$ cat config.mk
export PLATFORM = sky130hd
export DESIGN_NAME = sct_front
export DESIGN_NICKNAME = d
export VERILOG_FILES = /design/src/sct_pkg.sv /design/src/sct_front.sv
export SDC_FILE = /design/constraint.sdc
export NUM_CORES = 1
export LEC_CHECK = 0
export BUFFER_PORTS_ARGS = -buffer_cell sky130_fd_sc_hd__buf_4
export CAP_MARGIN = 25
export CORE_MARGIN = 2
export CORE_UTILIZATION = 52
export DETAILED_ROUTE_END_ITERATION = 7
export PLACE_DENSITY_LB_ADDON = 0.05
export SYNTH_ARGS = -nofsm -noshare
export SYNTH_HDL_FRONTEND = slang
export SYNTH_SLANG_ARGS = --single-unit
$ cat constraint.sdc
create_clock -name clock -period 5.2 [get_ports clock]
set_clock_uncertainty 0.2 [all_clocks]
set_input_delay 1.04 -clock clock [delete_from_list [all_inputs] [get_ports clock]]
set_output_delay 1.04 -clock clock [all_outputs]
set_load 0.005 [all_outputs]
$ cat src/sct_pkg.sv
// ----------------------------------------------------------------------------
// Sector chain table package
// Shared constants and types for the sector chain table engine.
// ----------------------------------------------------------------------------
package sct_pkg;

   localparam int TableDepth = 131072;
   localparam int AddrW      = $clog2(TableDepth);
   localparam int CntW       = AddrW + 1;
   localparam int QueueDepth = 2;

   localparam logic [31:0] CODE_EOF  = 32'hFFFF_FFFE;
   localparam logic [31:0] CODE_FREE = 32'hFFFF_FFFF;

   typedef enum logic [1:0] {
      FUNC_ALLOC = 2'd0,
      FUNC_FREE  = 2'd1,
      FUNC_LAST  = 2'd2,
      FUNC_INDEX = 2'd3
   } func_type;

   typedef enum logic [1:0] {
      ST_OK      = 2'd0,
      ST_NOFREE  = 2'd1,
      ST_BROKEN  = 2'd2,
      ST_INVALID = 2'd3
   } status_type;

   // classified item handed from the front end to the back end
   typedef struct packed {
      func_type    func;
      logic [31:0] sector;
      logic [17:0] hops;
      logic        sec_valid;   // sector < n at acceptance
      logic        hops_zero;
   } cmd_type;

endpackage

$ cat src/sct_front.sv
// ----------------------------------------------------------------------------
// Sector chain table front end
// Accepts request items, classifies them, and queues them for the back end.
// ----------------------------------------------------------------------------
module sct_front (
   input  logic                 clock,
   input  logic                 reset,
   input  logic                 req_valid,
   output logic                 req_stall,
   input  logic [1:0]           req_func,
   input  logic [31:0]          req_sector,
   input  logic [17:0]          req_hop_index,
   input  logic [sct_pkg::CntW-1:0] count_n,
   output logic                 cmd_valid,
   input  logic                 cmd_take,
   output sct_pkg::cmd_type     cmd
);

   localparam int PtrW = $clog2(sct_pkg::QueueDepth);

   sct_pkg::cmd_type    queue_ff [sct_pkg::QueueDepth];
   logic [PtrW-1:0]     wr_ptr_ff, wr_ptr_in, rd_ptr_ff, rd_ptr_in;
   logic [PtrW:0]       fill_ff, fill_in;
   logic                push, pop;
   sct_pkg::cmd_type    new_cmd;

   assign req_stall = (fill_ff == (PtrW+1)'(sct_pkg::QueueDepth));
   assign push      = req_valid && !req_stall;
   assign cmd_valid = (fill_ff != '0);
   assign pop       = cmd_valid && cmd_take;
   assign cmd       = queue_ff[rd_ptr_ff];

   always_comb begin
      new_cmd.func      = sct_pkg::func_type'(req_func);
      new_cmd.sector    = req_sector;
      new_cmd.hops      = req_hop_index;
      new_cmd.sec_valid = req_sector < 32'(count_n);
      new_cmd.hops_zero = (req_hop_index == '0);
      wr_ptr_in = push ? wr_ptr_ff + 1'b1 : wr_ptr_ff;
      rd_ptr_in = pop ? rd_ptr_ff + 1'b1 : rd_ptr_ff;
      fill_in   = fill_ff + (PtrW+1)'(push) - (PtrW+1)'(pop);
   end

   always_ff @(posedge clock) begin
      if (reset) begin
         wr_ptr_ff <= '0;
         rd_ptr_ff <= '0;
         fill_ff   <= '0;
      end else begin
         wr_ptr_ff <= wr_ptr_in;
         rd_ptr_ff <= rd_ptr_in;
         fill_ff   <= fill_in;
      end
   end

   always_ff @(posedge clock) begin
      if (push) queue_ff[wr_ptr_ff] <= new_cmd;
   end

   overflow_chk: assert property (@(posedge clock) disable iff (reset)
      fill_ff <= (PtrW+1)'(sct_pkg::QueueDepth))
      else $error("queue fill above depth");
   no_push_full: assert property (@(posedge clock) disable iff (reset)
      (fill_ff == (PtrW+1)'(sct_pkg::QueueDepth)) |-> !push)
      else $error("push into full queue");
   fill_track: assert property (@(posedge clock) disable iff (reset)
      (push && !pop) |=> fill_ff == $past(fill_ff) + 1'b1)
      else $error("fill count lost a push");

endmodule

=== Word level (Yosys, flattened, before mapping) ===
Memories as Yosys holds them, arrays and structs flattened. A register that Yosys moved wholly into a read port is not among the register bits.
Index checks and enable logic that the tools add are counted.

* Add/subtract/negate cells: 4
* Eq/ne operators: 1
* Order comparisons: 1
* Mux-type cells: 4
* Reduce and logical (&&, ||, !) cells: 5

{| class="wikitable"
|+ Operators with widths
! cell !! count
|-
| less-than comparator 32 x 18 -> 1 bit || 1
|-
| logical NOT 18 bit || 1
|-
| 2-to-1 mux 1 bit || 4
|-
| adder 1 bit (second input constant) || 2
|-
| adder 2 x 1 -> 2 bit || 1
|-
| equality test 2 bit (second input constant) || 1
|-
| logical AND 1 bit || 2
|-
| nonzero test 2 bit || 1
|-
| subtractor 2 x 1 -> 2 bit || 1
|-
| logical NOT 1 bit || 1
|}

* Memories: 1
* Output and inout bits: 56
* Register bits after elaboration: 4
* RAM bits: 108
* Input port bits: 74

{| class="wikitable"
|+ Memory list
! name !! words !! width !! rd ports !! clocked after Yosys merged registers in !! wr ports !! RTL line !! source
|-
| queue_ff || 2 || 54 || 1 || 1 || 1 || sct_front.sv:21 || <nowiki>sct_pkg::cmd_type queue_ff [sct_pkg::QueueDepth];</nowiki>
|}

=== Longest topological paths before layout ===
Gate-level depths: netlist of run 1.

* Depth after elaboration: 5
* Gate-level depth with buffers: 8

=== Worst setup path before layout of run 1 ===
Ideal clock, no wire load.

* Kind: input to register
* From: input req_valid
* To: memory queue_ff[0][0] (netlist name) (enable)
* Required time: 4.534 ns
* Setup time: 0.466 ns
* Path buffers: 0
* Data arrival time: 3.395 ns
* Path slack: 1.139 ns
* Stages: 2
* Cell sequence: nand2_1 -> nor2_1

* Longest elaborated chain between the ends: 3

{| class="wikitable"
|+ Ends and longest elaborated chain
! what !! RTL line !! source
|-
| from (decl) || sct_front.sv:8 || <nowiki>input logic req_valid,</nowiki>
|-
| logical AND 1 bit || sct_front.sv:28 || <nowiki>assign push = req_valid && !req_stall;</nowiki>
|-
| 2-to-1 mux 1 bit || sct_front.sv:57 || <nowiki>if (push) queue_ff[wr_ptr_ff] <= new_cmd;</nowiki>
|-
| 2-to-1 mux 1 bit (implied by the code) || sct_front.sv:57 ||
|-
| to (decl) || sct_front.sv:21 ||
|}

Every way passes these cells.

==> summary.json, run 1 <==
{
  "cp_slowest_stage_delay_ns": 0.40,
  "postSynth.topFlopCell": "edfxtp_1",
  "syn-mean-instance-area_um2": 17.7,
  "synth_seq_cells": 113,
  "finalWirelength_um": 8510,
  "clockRootBuffer": "clkbuf_8",
  "cpMostUsedCell": "buf_4",
  "finalMaxSlewViolations": 0,
  "yosys.cell_count.top_type": "edfxtp_1",
  "finalNonFillerCells": 528,
  "synth.area.top_cells": "edfxtp_1 (70%), mux2_2 (13%), ha_1 (5.1%), dfxtp_1 (2.2%), inv_1 (1.5%)",
  "edff_count_synth": 108,
  "detail-route-antenna-nets": 0,
  "global_route_wire_length_before_repair_um": 13500,
  "cp_data_arrival_time_ns": 1.92,
  "critPathRequiredTime_ns": 3.96,
  "final-hold-violation-count": 0,
  "ir_worst_vdd_mv": 0.269,
  "critPathLaunchType": "flip-flop",
  "grtUsageTotal_pct": 18.2,
  "io_pins": 130,
  "detailedRoute.firstPassIterationCount": 4,
  "tightestPinTransition_ns": 0.908,
  "fin_setup_tns_ns": 0,
  "initial_core_util_pct": 53.3,
  "avgViaCountPerCell": 5.12,
  "maxSlewHeadroom_pct": 39.3,
  "synthCells": 262,
  "rows": 34,
  "cts_repair_resize_count": 0,
  "worstSetupPathType": "reg -> out",
  "placement.io_buffers": 129,
  "dpl.cell_count": 496,
  "max_freq_mhz": 316,
  "crit_path_top_delay_cell": "dfxtp_2",
  "grt_pass1_vias": 2826,
  "yosysSeqAreaShare_pct": 72.3,
  "core-area_um2": 8680,
  "post-synth-top-area-cell": "edfxtp_1",
  "synth_commonest_cells": "edfxtp_1 (108), mux2_2 (54), ha_1 (19), inv_1 (19)",
  "finish.net_count": 501,
  "ys_async_sr_fraction_pct": 0,
  "count_of_h_tree_levels_built_during_cts": 4,
  "crit_share_post_route_pct": 60.9,
  "worst_hold_class": "reg -> reg",
  "clkLatencyLatePin_ns": 0.49,
  "die-area_um2": 9670,
  "cts_tree": "built",
  "globalRouteOverflowTotal": 0,
  "post-synth-top-area-fraction_pct": 70.1,
  "area_growth_syn_to_layout_pct": 36.6,
  "cts_inserted_buffers": 17,
  "synthesis.area_um2": 4630,
  "grt_antenna_before_repair": 0,
  "cts.sink_count": 113,
  "nature_of_the_critical_path_endpoint": "primary output",
  "critical_path_peak_fanout": 39,
  "cts_post_setup_buffers_inserted": 0,
  "place_worst_setup_slack_ns": 2.03,
  "die_height_um": 98.3,
  "final_layout_size_suffix_gt1_share_pct": 52.4,
  "post-route-worst-setup-slack_ns": 2.04,
  "run_status": "finished, final reports clean",
  "final-setup-viol-count": 0,
  "final_period_minus_worst_setup_slack_ns": 3.16,
  "pin_count_of_the_biggest_net_entering_global_routing": 44,
  "syn_nets": 355,
  "post-route-drc-count": 0,
  "netlist-cell-type-count": 32,
  "max_cap_viol_count": 0,
  "worstPathCellList": "buf_12 -> buf_4 -> mux2_2 -> buf_4",
  "clkTransAtPathRegs_ns": 0.05,
  "hpwl_um": 5880,
  "finalWeightedCongestion": 0.759,
  "setup_repair_after_global_routing_missed_its_margin": "no",
  "die_width_um": 98.3,
  "leakage_nw": 2.52,
  "antenna_fix_cells": 0,
  "nFillCells": 594,
  "post_cts_hold_buffer_count": 0,
  "clock_path_buffers": 2,
  "p_per_area_nw_per_um2": 469,
  "drt_first_iter_violations": 59,
  "route.vias.total": 2701,
  "synth_warnings": 0,
  "drt-wirelength-per-cell_um": 16.1
}
[registers in the layout, summed over array words and instances (netlist names), named ones only]
signal	flops
fill_ff	2
queue_ff	108
wr_ptr_ff	1
rd_ptr_ff	1
[where the power goes]
| group | switching [mW] | total [mW] | internal, mW | leakage, nW |
|---|---|---|---|---|
| Clock | 0.372 | 1.09 | 0.719 | 0.265 |
| Sequential | 0.0376 | 1.20 | 1.16 | 1.05 |
| Combinational | 0.293 | 0.678 | 0.385 | 1.21 |
| Total | 0.702 | 2.96 | 2.26 | 2.52 |
[critical path: cells and delay by family, from the launching register on]
| family | cells | cell delay, ns |
|---|---|---|
| buffers and inverters | 3 | 0.64 |
| DFF | 1 | 0.40 |
| muxes | 1 | 0.36 |
[routing by layer]
layer | global-route usage (%) | vias up | wire length, um | share of wire [%]
li1 | - | 1309 | - | -
met1 | 21.7 | 1283 | 3530 | 42
met2 | 30.8 | 96 | 4290 | 50
met3 | 5.80 | 13 | 555 | 6.5
met4 | 7.06 | 0 | 128 | 1.5
met5 | 0 | - | 0 | 0
[per-stage QoR]
step | power, mW | instance area (um2) | hold WS (ns) | util (%)
6_report | 2.96 | 6320 | 0.323 | 72.8
5_1_grt | 3.10 | 6320 | 0.377 | 72.8
4_1_cts | 2.99 | 6300 | 0.325 | 72.6
3_5_place_dp | 1.89 | 5730 | 0.310 | 66.1
3_3_place_gp | 1.88 | 5730 | 0.293 | 66.1
2_1_floorplan | 1.55 | 4630 | 0.281 | -
[layout by cell type (no fill, tap or decap), types with 2 or more instances in the layout]
master and count:
inv_1 19, clkinv_2 3, nor2_1 5, a21oi_1 4, clkbuf_1 2, nand4_1 2, clkinv_1 2, o21ai_0 2
ha_1 19, nor4_1 6, edfxtp_1 108, mux2_2 54, o21a_1 2, clkbuf_16 16, xor2_1 2, bufinv_16 3
dfxtp_1 4, clkinvlp_4 4, nand2_1 2, nor3_1 3, nand3_1 4, xnor2_1 2, buf_4 132, nand2b_1 3
[path summary, 6_finish.rpt]
path / from / depth (start not counted) / slack, ns / endpoint
hold / removal: rd_ptr_ff / 2 / 0.32 / flip-flop
setup / recovery: flip-flop / 4 / 2.04 / cmd[38]
hold reg to reg: rd_ptr_ff / 2 / 0.32 / flip-flop
setup reg to reg: fill_ff[0] / 4 / 2.84 / queue_ff[0][5]
[cell families after synthesis]
| group | Yosys count | share of synthesized area, % |
|---|---|---|
| XOR/XNOR | 4 | 0.757 |
| buffers and inverters | 25 | 2.16 |
| flip-flops | 113 | 72.3 |
| AND/OR/NAND/NOR | 32 | 3.84 |
| adder cells (fa/ha/maj) | 19 | 5.14 |
| AO/OA/AOI/OAI | 15 | 2.70 |
| multiplexers | 54 | 13.1 |
[final cells by class]
type / instances / area (um2) / area share, %
multi-input cells: 124 / 1190 / 18.9
repair buffers: 133 / 1010 / 16.0
flip-flops and latches: 113 / 3340 / 52.9
clock buffers: 19 / 422 / 6.67
inverters: 19 / 71.3 / 1.13
well taps: 108 / 135 / 2.14
clock inverters: 12 / 143 / 2.26
Power figures use the tool's default switching activity.
==> run 2: changes to the inputs <==
ABC_AREA = 1   (was not set)
clock period = 3.2 ns   (was 5.2 ns; I/O delays follow)
==> run 2 against run 1 <==
  * Sequential share of layout area decreased by 0.82 points
  * Count of clock-buffer cells in the layout up 8
  * Synthesized area increased by 1.7%
  * Critical path type unchanged
  * Largest cell class unchanged
  * Synthesized cell count up 11%
  * Global-route usage fell by 0.14 points
  * Clock power increased by 72%
  * Sequential cell count unchanged
  * Total power grew 65%
==> summary.json, run 2 <==
{
  "crit_end": "cmd[53]",
  "worstSetupPathType": "reg -> out",
  "finish.utilization": {"value": 73.2, "unit": "%", "change": "+0.42 points"},
  "clock_path_buffers": {"value": 2, "change": "unchanged"},
  "route.vias.total": {"value": 2788, "change": "+3.2%"},
  "finalWeightedCongestion": {"value": 0.770, "change": "+1.5%"},
  "yosysSeqAreaShare": {"value": 71.1, "unit": "%", "change": "-1.2 points"},
  "ir_worst_vdd": {"value": 0.420, "unit": "mV", "change": "+56%"},
  "post-route-drc-count": {"value": 0, "change": "unchanged"},
  "postSynth.topFlopCell": "edfxtp_1",
  "synth.area.top_cells": "edfxtp_1 (69%), mux2_1 (12%), ha_1 (5.1%), inv_1 (2.3%), dfxtp_1 (2.1%)",
  "drt-wirelength-per-cell": {"value": 15.1, "unit": "um", "change": "-6.1%"},
  "max_cap_viol_count": {"value": 0, "change": "unchanged"},
  "hpwl": {"value": 5820, "unit": "um", "change": "-0.97%"},
  "run_status": "finished, final reports clean",
  "synth_seq_cells": {"value": 113, "change": "unchanged"},
  "grt_pass1_vias": {"value": 2951, "change": "+4.4%"},
  "antenna_fix_cells": {"value": 0, "change": "unchanged"},
  "critical_path_peak_fanout": {"value": 33, "change": "-15%"},
  "cp_data_arrival_time": {"value": 1.74, "unit": "ns", "change": "-0.18 ns"},
  "final_period_minus_worst_setup_slack_ns": 2.58,
  "timing.reg2reg.setup_slack": {"value": 1.20, "unit": "ns", "change": "-1.64 ns"},
  "ys_async_sr_fraction": {"value": 0, "unit": "%", "change": "unchanged"},
  "final-hold-violation-count": {"value": 0, "change": "unchanged"},
  "pin_count_of_the_biggest_net_entering_global_routing": {"value": 42, "change": "-4.5%"},
  "synthesis.area": {"value": 4700, "unit": "um2", "change": "+1.7%"},
  "post-synth-top-area-fraction": {"value": 68.9, "unit": "%", "change": "-1.2 points"},
  "clockRootBuffer": "clkbuf_8",
  "fin_setup_tns": {"value": 0, "unit": "ns", "change": "unchanged"},
  "avgViaCountPerCell": {"value": 5.00, "change": "-2.3%"},
  "global_route_wire_length_before_repair": {"value": 13400, "unit": "um", "change": "-0.46%"},
  "edff_count_synth": {"value": 108, "change": "unchanged"},
  "die_height": {"value": 99.1, "unit": "um", "change": "+0.80%"},
  "top_regs": "queue_ff x108, fill_ff x2",
  "place_worst_setup_slack": {"value": 1.05, "unit": "ns", "change": "-0.988 ns"},
  "count_of_h_tree_levels_built_during_cts": {"value": 4, "change": "unchanged"},
  "place_area": {"value": 5820, "unit": "um2", "change": "+1.4%"},
  "die_width": {"value": 99.1, "unit": "um", "change": "+0.80%"},
  "globalRouteOverflowTotal": {"value": 0, "change": "unchanged"},
  "whs": {"value": 0.135, "unit": "ns", "change": "-0.188 ns"},
  "detail-route-antenna-nets": {"value": 0, "change": "unchanged"},
  "syn_nets": {"value": 384, "change": "+8.2%"},
  "crit_share_post_route_pct": 80.6,
  "post_cts_hold_buffer_count": {"value": 0, "change": "unchanged"},
  "registers.top_by_ff_count": "queue_ff",
  "final_cell_mix": "buf_4 (131), edfxtp_1 (108), mux2_1 (50), inv_1 (29), nand2_1 (26)",
  "timing.rr.start": "fill_ff[1]",
  "clkTransAtPathRegs": {"value": 0.05, "unit": "ns", "change": "about the same"},
  "cts.sink_count": {"value": 113, "change": "unchanged"},
  "drt_first_iter_violations": {"value": 82, "change": "+39%"},
  "design_power_total": {"value": 4.88, "unit": "mW", "change": "+65%"},
  "clkLatencyLatePin": {"value": 0.49, "unit": "ns", "change": "about the same"},
  "rows": {"value": 34, "change": "unchanged"},
  "final-setup-viol-count": {"value": 0, "change": "unchanged"},
  "worst_hold_class": "in -> reg",
  "largest_register_ff_count": {"value": 108, "change": "unchanged"},
  "layout.cells.most_common": "buf_4",
  "finalNonFillerCells": {"value": 558, "change": "+5.7%"},
  "nature_of_the_critical_path_endpoint": "primary output",
  "detailedRoute.firstPassIterationCount": {"value": 4, "change": "unchanged"},
  "post-synth-top-area-cell": "edfxtp_1",
  "tightestPinTransition": {"value": 0.547, "unit": "ns", "change": "-0.361 ns"},
  "post-route-cell-area": {"value": 6420, "unit": "um2", "change": "+1.6%"},
  "maxSlewHeadroom": {"value": 63.4, "unit": "%", "change": "+24 points"},
  "post-route-worst-setup-slack": {"value": 0.621, "unit": "ns", "change": "-1.41 ns"},
  "finalWirelength": {"value": 8450, "unit": "um", "change": "-0.73%"},
  "final_layout_size_suffix_gt1_share": {"value": 38.2, "unit": "%", "change": "-14 points"},
  "finish.net_count": {"value": 530, "change": "+5.8%"},
  "cts_post_setup_buffers_inserted": {"value": 0, "change": "unchanged"},
  "max_freq_mhz": 388,
  "synthCells": {"value": 291, "change": "+11%"},
  "initial_core_util": {"value": 53.7, "unit": "%", "change": "+0.37 points"},
  "finalMaxSlewViolations": {"value": 0, "change": "unchanged"},
  "leakage": {"value": 2.65, "unit": "nW", "change": "+5.2%"},
  "yosys.cell_count.top_type": "edfxtp_1",
  "die-area": {"value": 9820, "unit": "um2", "change": "+1.6%"},
  "grt_antenna_before_repair": {"value": 0, "change": "unchanged"},
  "cts_repair_resize_count": {"value": 0, "change": "unchanged"},
  "grtUsageTotal": {"value": 18.0, "unit": "%", "change": "-0.14 points"},
  "netlist-cell-type-count": {"value": 26, "change": "-19%"},
  "critPathLaunchType": "flip-flop",
  "cts_inserted_buffers": {"value": 17, "change": "unchanged"},
  "synth_commonest_cells": "edfxtp_1 (108), mux2_1 (50), inv_1 (29), nand2_1 (26), ha_1 (19)",
  "core-area": {"value": 8760, "unit": "um2", "change": "+0.98%"},
  "area_growth_syn_to_layout_pct": 36.4,
  "p_per_area": {"value": 760, "unit": "nW/um2", "change": "+62%"},
  "setup_repair_after_global_routing_missed_its_margin": "no",
  "io_pins": {"value": 130, "change": "unchanged"},
  "r2r_end": "fill_ff[1]",
  "cts_tree": "built",
  "ff2ff_path_depth": {"value": 8, "change": "+4"},
  "synth_warnings": {"value": 0, "change": "unchanged"},
  "critPathRequiredTime": {"value": 2.36, "unit": "ns", "change": "-1.60 ns"},
  "placement.io_buffers": {"value": 129, "change": "unchanged"},
  "syn-mean-instance-area": {"value": 16.2, "unit": "um2", "change": "-8.5%"},
  "dpl.cell_count": {"value": 526, "change": "+6.0%"}
}
[run 2: cell count changes after synthesis, moves of 3 or more]
cell      delta
nand2b_1     -3
mux2_1      +50
mux2_2      -50
inv_1       +10
nand2_1     +24
nor2_1       +7
buf_2        -5
buf_6        +5
a21oi_1      +4
[run 2: worst min path at each step]
stage | start | end | cells after the start
3_5_place_dp | rd_ptr_ff | flip-flop | 2
4_1_cts | req_func[0] | queue_ff[1][52] | 1
3_3_place_gp | rd_ptr_ff | flip-flop | 2
5_1_grt | req_func[0] | queue_ff[1][52] | 1
6_report | req_func[0] | queue_ff[1][52] | 1
2_1_floorplan | rd_ptr_ff | flip-flop | 2
[run 2: logic make-up (layout without fill, tap and decap cells)]
group	after synthesis	in the layout	synth area share (%)
buffers and inverters	36	195	3.75
and+or+nand+nor	56	56	5.59
adders and majority gates	19	19	5.05
AOI/OAI and AO/OA	12	12	1.44
DFF	113	113	71.1
muxes	54	54	12.9
xor gates and xnor gates	1	1	0.186
[run 2: final cells by class]
type                            instances  area (um2)
Tap cell                              108         135
Clock inverter                          5         100
Fill cell                             576        2350
Clock buffer                           27         502
Sequential cell                       113        3340
Multi-Input combinational cell        142        1200
Inverter                               30         113
Timing Repair Buffer                  133        1020
[run 2: metal layers]
layer | up-vias | wire [um] | track usage (%)
met4 | 0 | 102 | 6.95
met3 | 9 | 586 | 6.54
met5 | - | 0 | 0
met2 | 86 | 4370 | 31.5
li1 | 1367 | - | -
met1 | 1326 | 3390 | 20.2
[run 2: critical path, cell delays in order, from the launching register on]
cell and delay, ns:
dfxtp_2 0.32, buf_4 0.38, mux2_2 0.39, buf_4 0.14
[run 2: where the power goes]
group / switching [mW] / internal, mW
clock network: 0.579 / 1.29
logic: 0.500 / 0.565
registers: 0.0557 / 1.89
total: 1.13 / 3.74
==> run 3: changes to the inputs <==
clock period = 2.7 ns   (was 3.2 ns; I/O delays follow)
==> run 3 against run 2 <==
  * Critical path depth is the same
  * Register-to-register slack lost 0.43 ns
  * Core utilization fell by 0.71 points
  * Non-clock buffer count grew 3
  * Combinational power is 17% higher
  * Hold slack worse by 0.098 ns
  * Clock power increased by 7%
  * Final cell count is 0.36% higher
  * Count of clock-buffer cells in the layout decreased by 9
  * Setup slack got worse by 0.40 ns
  * Design area is 0.97% lower
  * Largest cell class unchanged
==> summary.json, run 3 (same netlist as run 2, synthesis figures left out) <==
{
  "clockRootBuffer": "clkbuf_8",
  "global_route_wire_length_before_repair": {"value": 13300, "unit": "um", "change": "-1.2%"},
  "final_cell_mix": "buf_4 (135), edfxtp_1 (108), mux2_1 (50), inv_1 (29), nand2_1 (26)",
  "critPathRequiredTime": {"value": 1.96, "unit": "ns", "change": "-0.40 ns"},
  "rows": {"value": 34, "change": "unchanged"},
  "fin_setup_tns": {"value": 0, "unit": "ns", "change": "unchanged"},
  "p_per_area": {"value": 875, "unit": "nW/um2", "change": "+15%"},
  "worstSetupPathType": "reg -> out",
  "die_height": {"value": 99.1, "unit": "um", "change": "unchanged"},
  "final-hold-violation-count": {"value": 0, "change": "unchanged"},
  "finalWirelength": {"value": 8650, "unit": "um", "change": "+2.4%"},
  "final_period_minus_worst_setup_slack_ns": 2.48,
  "cp_data_arrival_time": {"value": 1.74, "unit": "ns", "change": "about the same"},
  "cts_inserted_buffers": {"value": 17, "change": "unchanged"},
  "grtUsageTotal": {"value": 18.0, "unit": "%", "change": "-0.025 points"},
  "globalRouteOverflowTotal": {"value": 0, "change": "unchanged"},
  "run_status": "finished, final reports clean",
  "detailedRoute.firstPassIterationCount": {"value": 4, "change": "unchanged"},
  "core-area": {"value": 8760, "unit": "um2", "change": "unchanged"},
  "max_freq_mhz": 403,
  "cts_repair_resize_count": {"value": 0, "change": "unchanged"},
  "avgViaCountPerCell": {"value": 5.03, "change": "+0.61%"},
  "antenna_fix_cells": {"value": 0, "change": "unchanged"},
  "route.vias.total": {"value": 2815, "change": "+0.97%"},
  "cts.sink_count": {"value": 113, "change": "unchanged"},
  "nature_of_the_critical_path_endpoint": "primary output",
  "finalMaxSlewViolations": {"value": 0, "change": "unchanged"},
  "layout.cells.most_common": "buf_4",
  "tightestPinTransition": {"value": 0.553, "unit": "ns", "change": "+0.00574 ns"},
  "clock_path_buffers": {"value": 2, "change": "unchanged"},
  "cp_slowest_stage_delay": {"value": 0.39, "unit": "ns", "change": "about the same"},
  "registers.top_by_ff_count": "queue_ff",
  "setup_repair_after_global_routing_missed_its_margin": "no",
  "count_of_h_tree_levels_built_during_cts": {"value": 4, "change": "unchanged"},
  "ir_worst_vdd": {"value": 0.500, "unit": "mV", "change": "+19%"},
  "finish.net_count": {"value": 533, "change": "+0.57%"},
  "cts_tree": "built",
  "die-area": {"value": 9820, "unit": "um2", "change": "unchanged"},
  "finish.utilization": {"value": 72.5, "unit": "%", "change": "-0.71 points"},
  "nFillCells": {"value": 576, "change": "unchanged"},
  "timing.reg2reg.setup_slack": {"value": 0.77, "unit": "ns", "change": "-0.43 ns"},
  "critPathLaunchType": "flip-flop",
  "io_pins": {"value": 130, "change": "unchanged"},
  "maxSlewHeadroom": {"value": 63.1, "unit": "%", "change": "-0.30 points"},
  "detail-route-antenna-nets": {"value": 0, "change": "unchanged"},
  "grt_pass1_vias": {"value": 2796, "change": "-5.3%"},
  "finalWeightedCongestion": {"value": 0.810, "change": "+5.2%"},
  "worstPathCellList": "buf_4 -> mux2_1 -> buf_4",
  "cpMostUsedCell": "buf_4",
  "crit_path_top_delay_cell": "mux2_1",
  "initial_core_util": {"value": 53.7, "unit": "%", "change": "unchanged"},
  "area_growth_syn_to_layout_pct": 35.1,
  "drt_first_iter_violations": {"value": 83, "change": "+1.2%"},
  "die_width": {"value": 99.1, "unit": "um", "change": "unchanged"},
  "max_cap_viol_count": {"value": 0, "change": "unchanged"},
  "final-setup-viol-count": {"value": 0, "change": "unchanged"},
  "placement.io_buffers": {"value": 129, "change": "unchanged"},
  "clkTransAtPathRegs": {"value": 0.05, "unit": "ns", "change": "about the same"},
  "leakage": {"value": 2.62, "unit": "nW", "change": "-1.3%"},
  "post-route-drc-count": {"value": 0, "change": "unchanged"},
  "cts_post_setup_buffers_inserted": {"value": 0, "change": "unchanged"},
  "drt-wirelength-per-cell": {"value": 15.4, "unit": "um", "change": "+2.0%"},
  "pin_count_of_the_biggest_net_entering_global_routing": {"value": 42, "change": "unchanged"},
  "hpwl": {"value": 5910, "unit": "um", "change": "+1.6%"},
  "worst_hold_class": "in -> reg",
  "largest_register_ff_count": {"value": 108, "change": "unchanged"},
  "top_regs": "queue_ff x108, fill_ff x2",
  "critical_path_peak_fanout": {"value": 33, "change": "unchanged"},
  "final_layout_size_suffix_gt1_share": {"value": 38.5, "unit": "%", "change": "+0.27 points"},
  "clkLatencyLatePin": {"value": 0.49, "unit": "ns", "change": "about the same"},
  "crit_share_post_route_pct": 91.9,
  "grt_antenna_before_repair": {"value": 0, "change": "unchanged"}
}
run 3: cell types whose count changed in the layout (fill, tap and decap cells not counted), sizes merged:
cell,delta
clkinv,+5
clkinvlp,+4
bufinv,-1
buf,+2
dlygate4sd3,+1
clkbuf,-9
run 3: layer usage:
layer	part of all wire [%]	wire length, um	vias to the layer above	track usage [%]
met5	0	0	-	0
met1	41	3530	1349	20.9
met3	5.8	501	7	6.39
li1	-	-	1370	-
met2	53	4560	89	30.9
met4	0.68	59	0	6.64
run 3: final timing paths:
check,cells after the start,start,end
worst max register to register,8,fill_ff[1],fill_ff[1]
worst max-delay path,3,flip-flop,cmd[3]
worst min register to register,2,rd_ptr_ff,flip-flop
worst min-delay path,1,req_hop_index[14],queue_ff[0][16]
run 3: where the power goes:
| group | internal (mW) | switching [mW] |
|---|---|---|
| Sequential | 2.24 | 0.0675 |
| Combinational | 0.662 | 0.592 |
| Clock | 1.28 | 0.713 |
run 3: through the flow:
step	hold WS, ns	total power, mW	setup slack (ns)	std cells	cell area [um2]
final	0.0371	5.56	0.219	560	6350
after CTS	0.00853	5.63	0.175	560	6350
after global placement	0.263	3.59	0.689	528	5810
after floorplan	0.254	2.98	0.0228	291	4710
after detailed placement	0.279	3.62	0.661	528	5810
after global routing	0.00572	5.81	0.117	560	6350
run 3: final cells by class:
cell class / count / area [um2] / area share (%)
Clock buffer: 18 / 418 / 6.58
Clock inverter: 13 / 121 / 1.91
Inverter: 30 / 113 / 1.77
Multi-Input combinational cell: 142 / 1200 / 18.9
Sequential cell: 113 / 3340 / 52.6
Tap cell: 108 / 135 / 2.13
Timing Repair Buffer: 136 / 1020 / 16.1
run 3: repair_timing:
action / in CTS / in global routing
endpoints found under the setup margin: 0 / 0
endpoints found under the hold margin: 2 / 0
hold buffers: 1 / 0
run 3: critical path, delay by kind of cell, from the launching register on:
kind     cells  cell delay (ns)
buf+inv      2             0.52
flops        1             0.32
mux          1             0.39
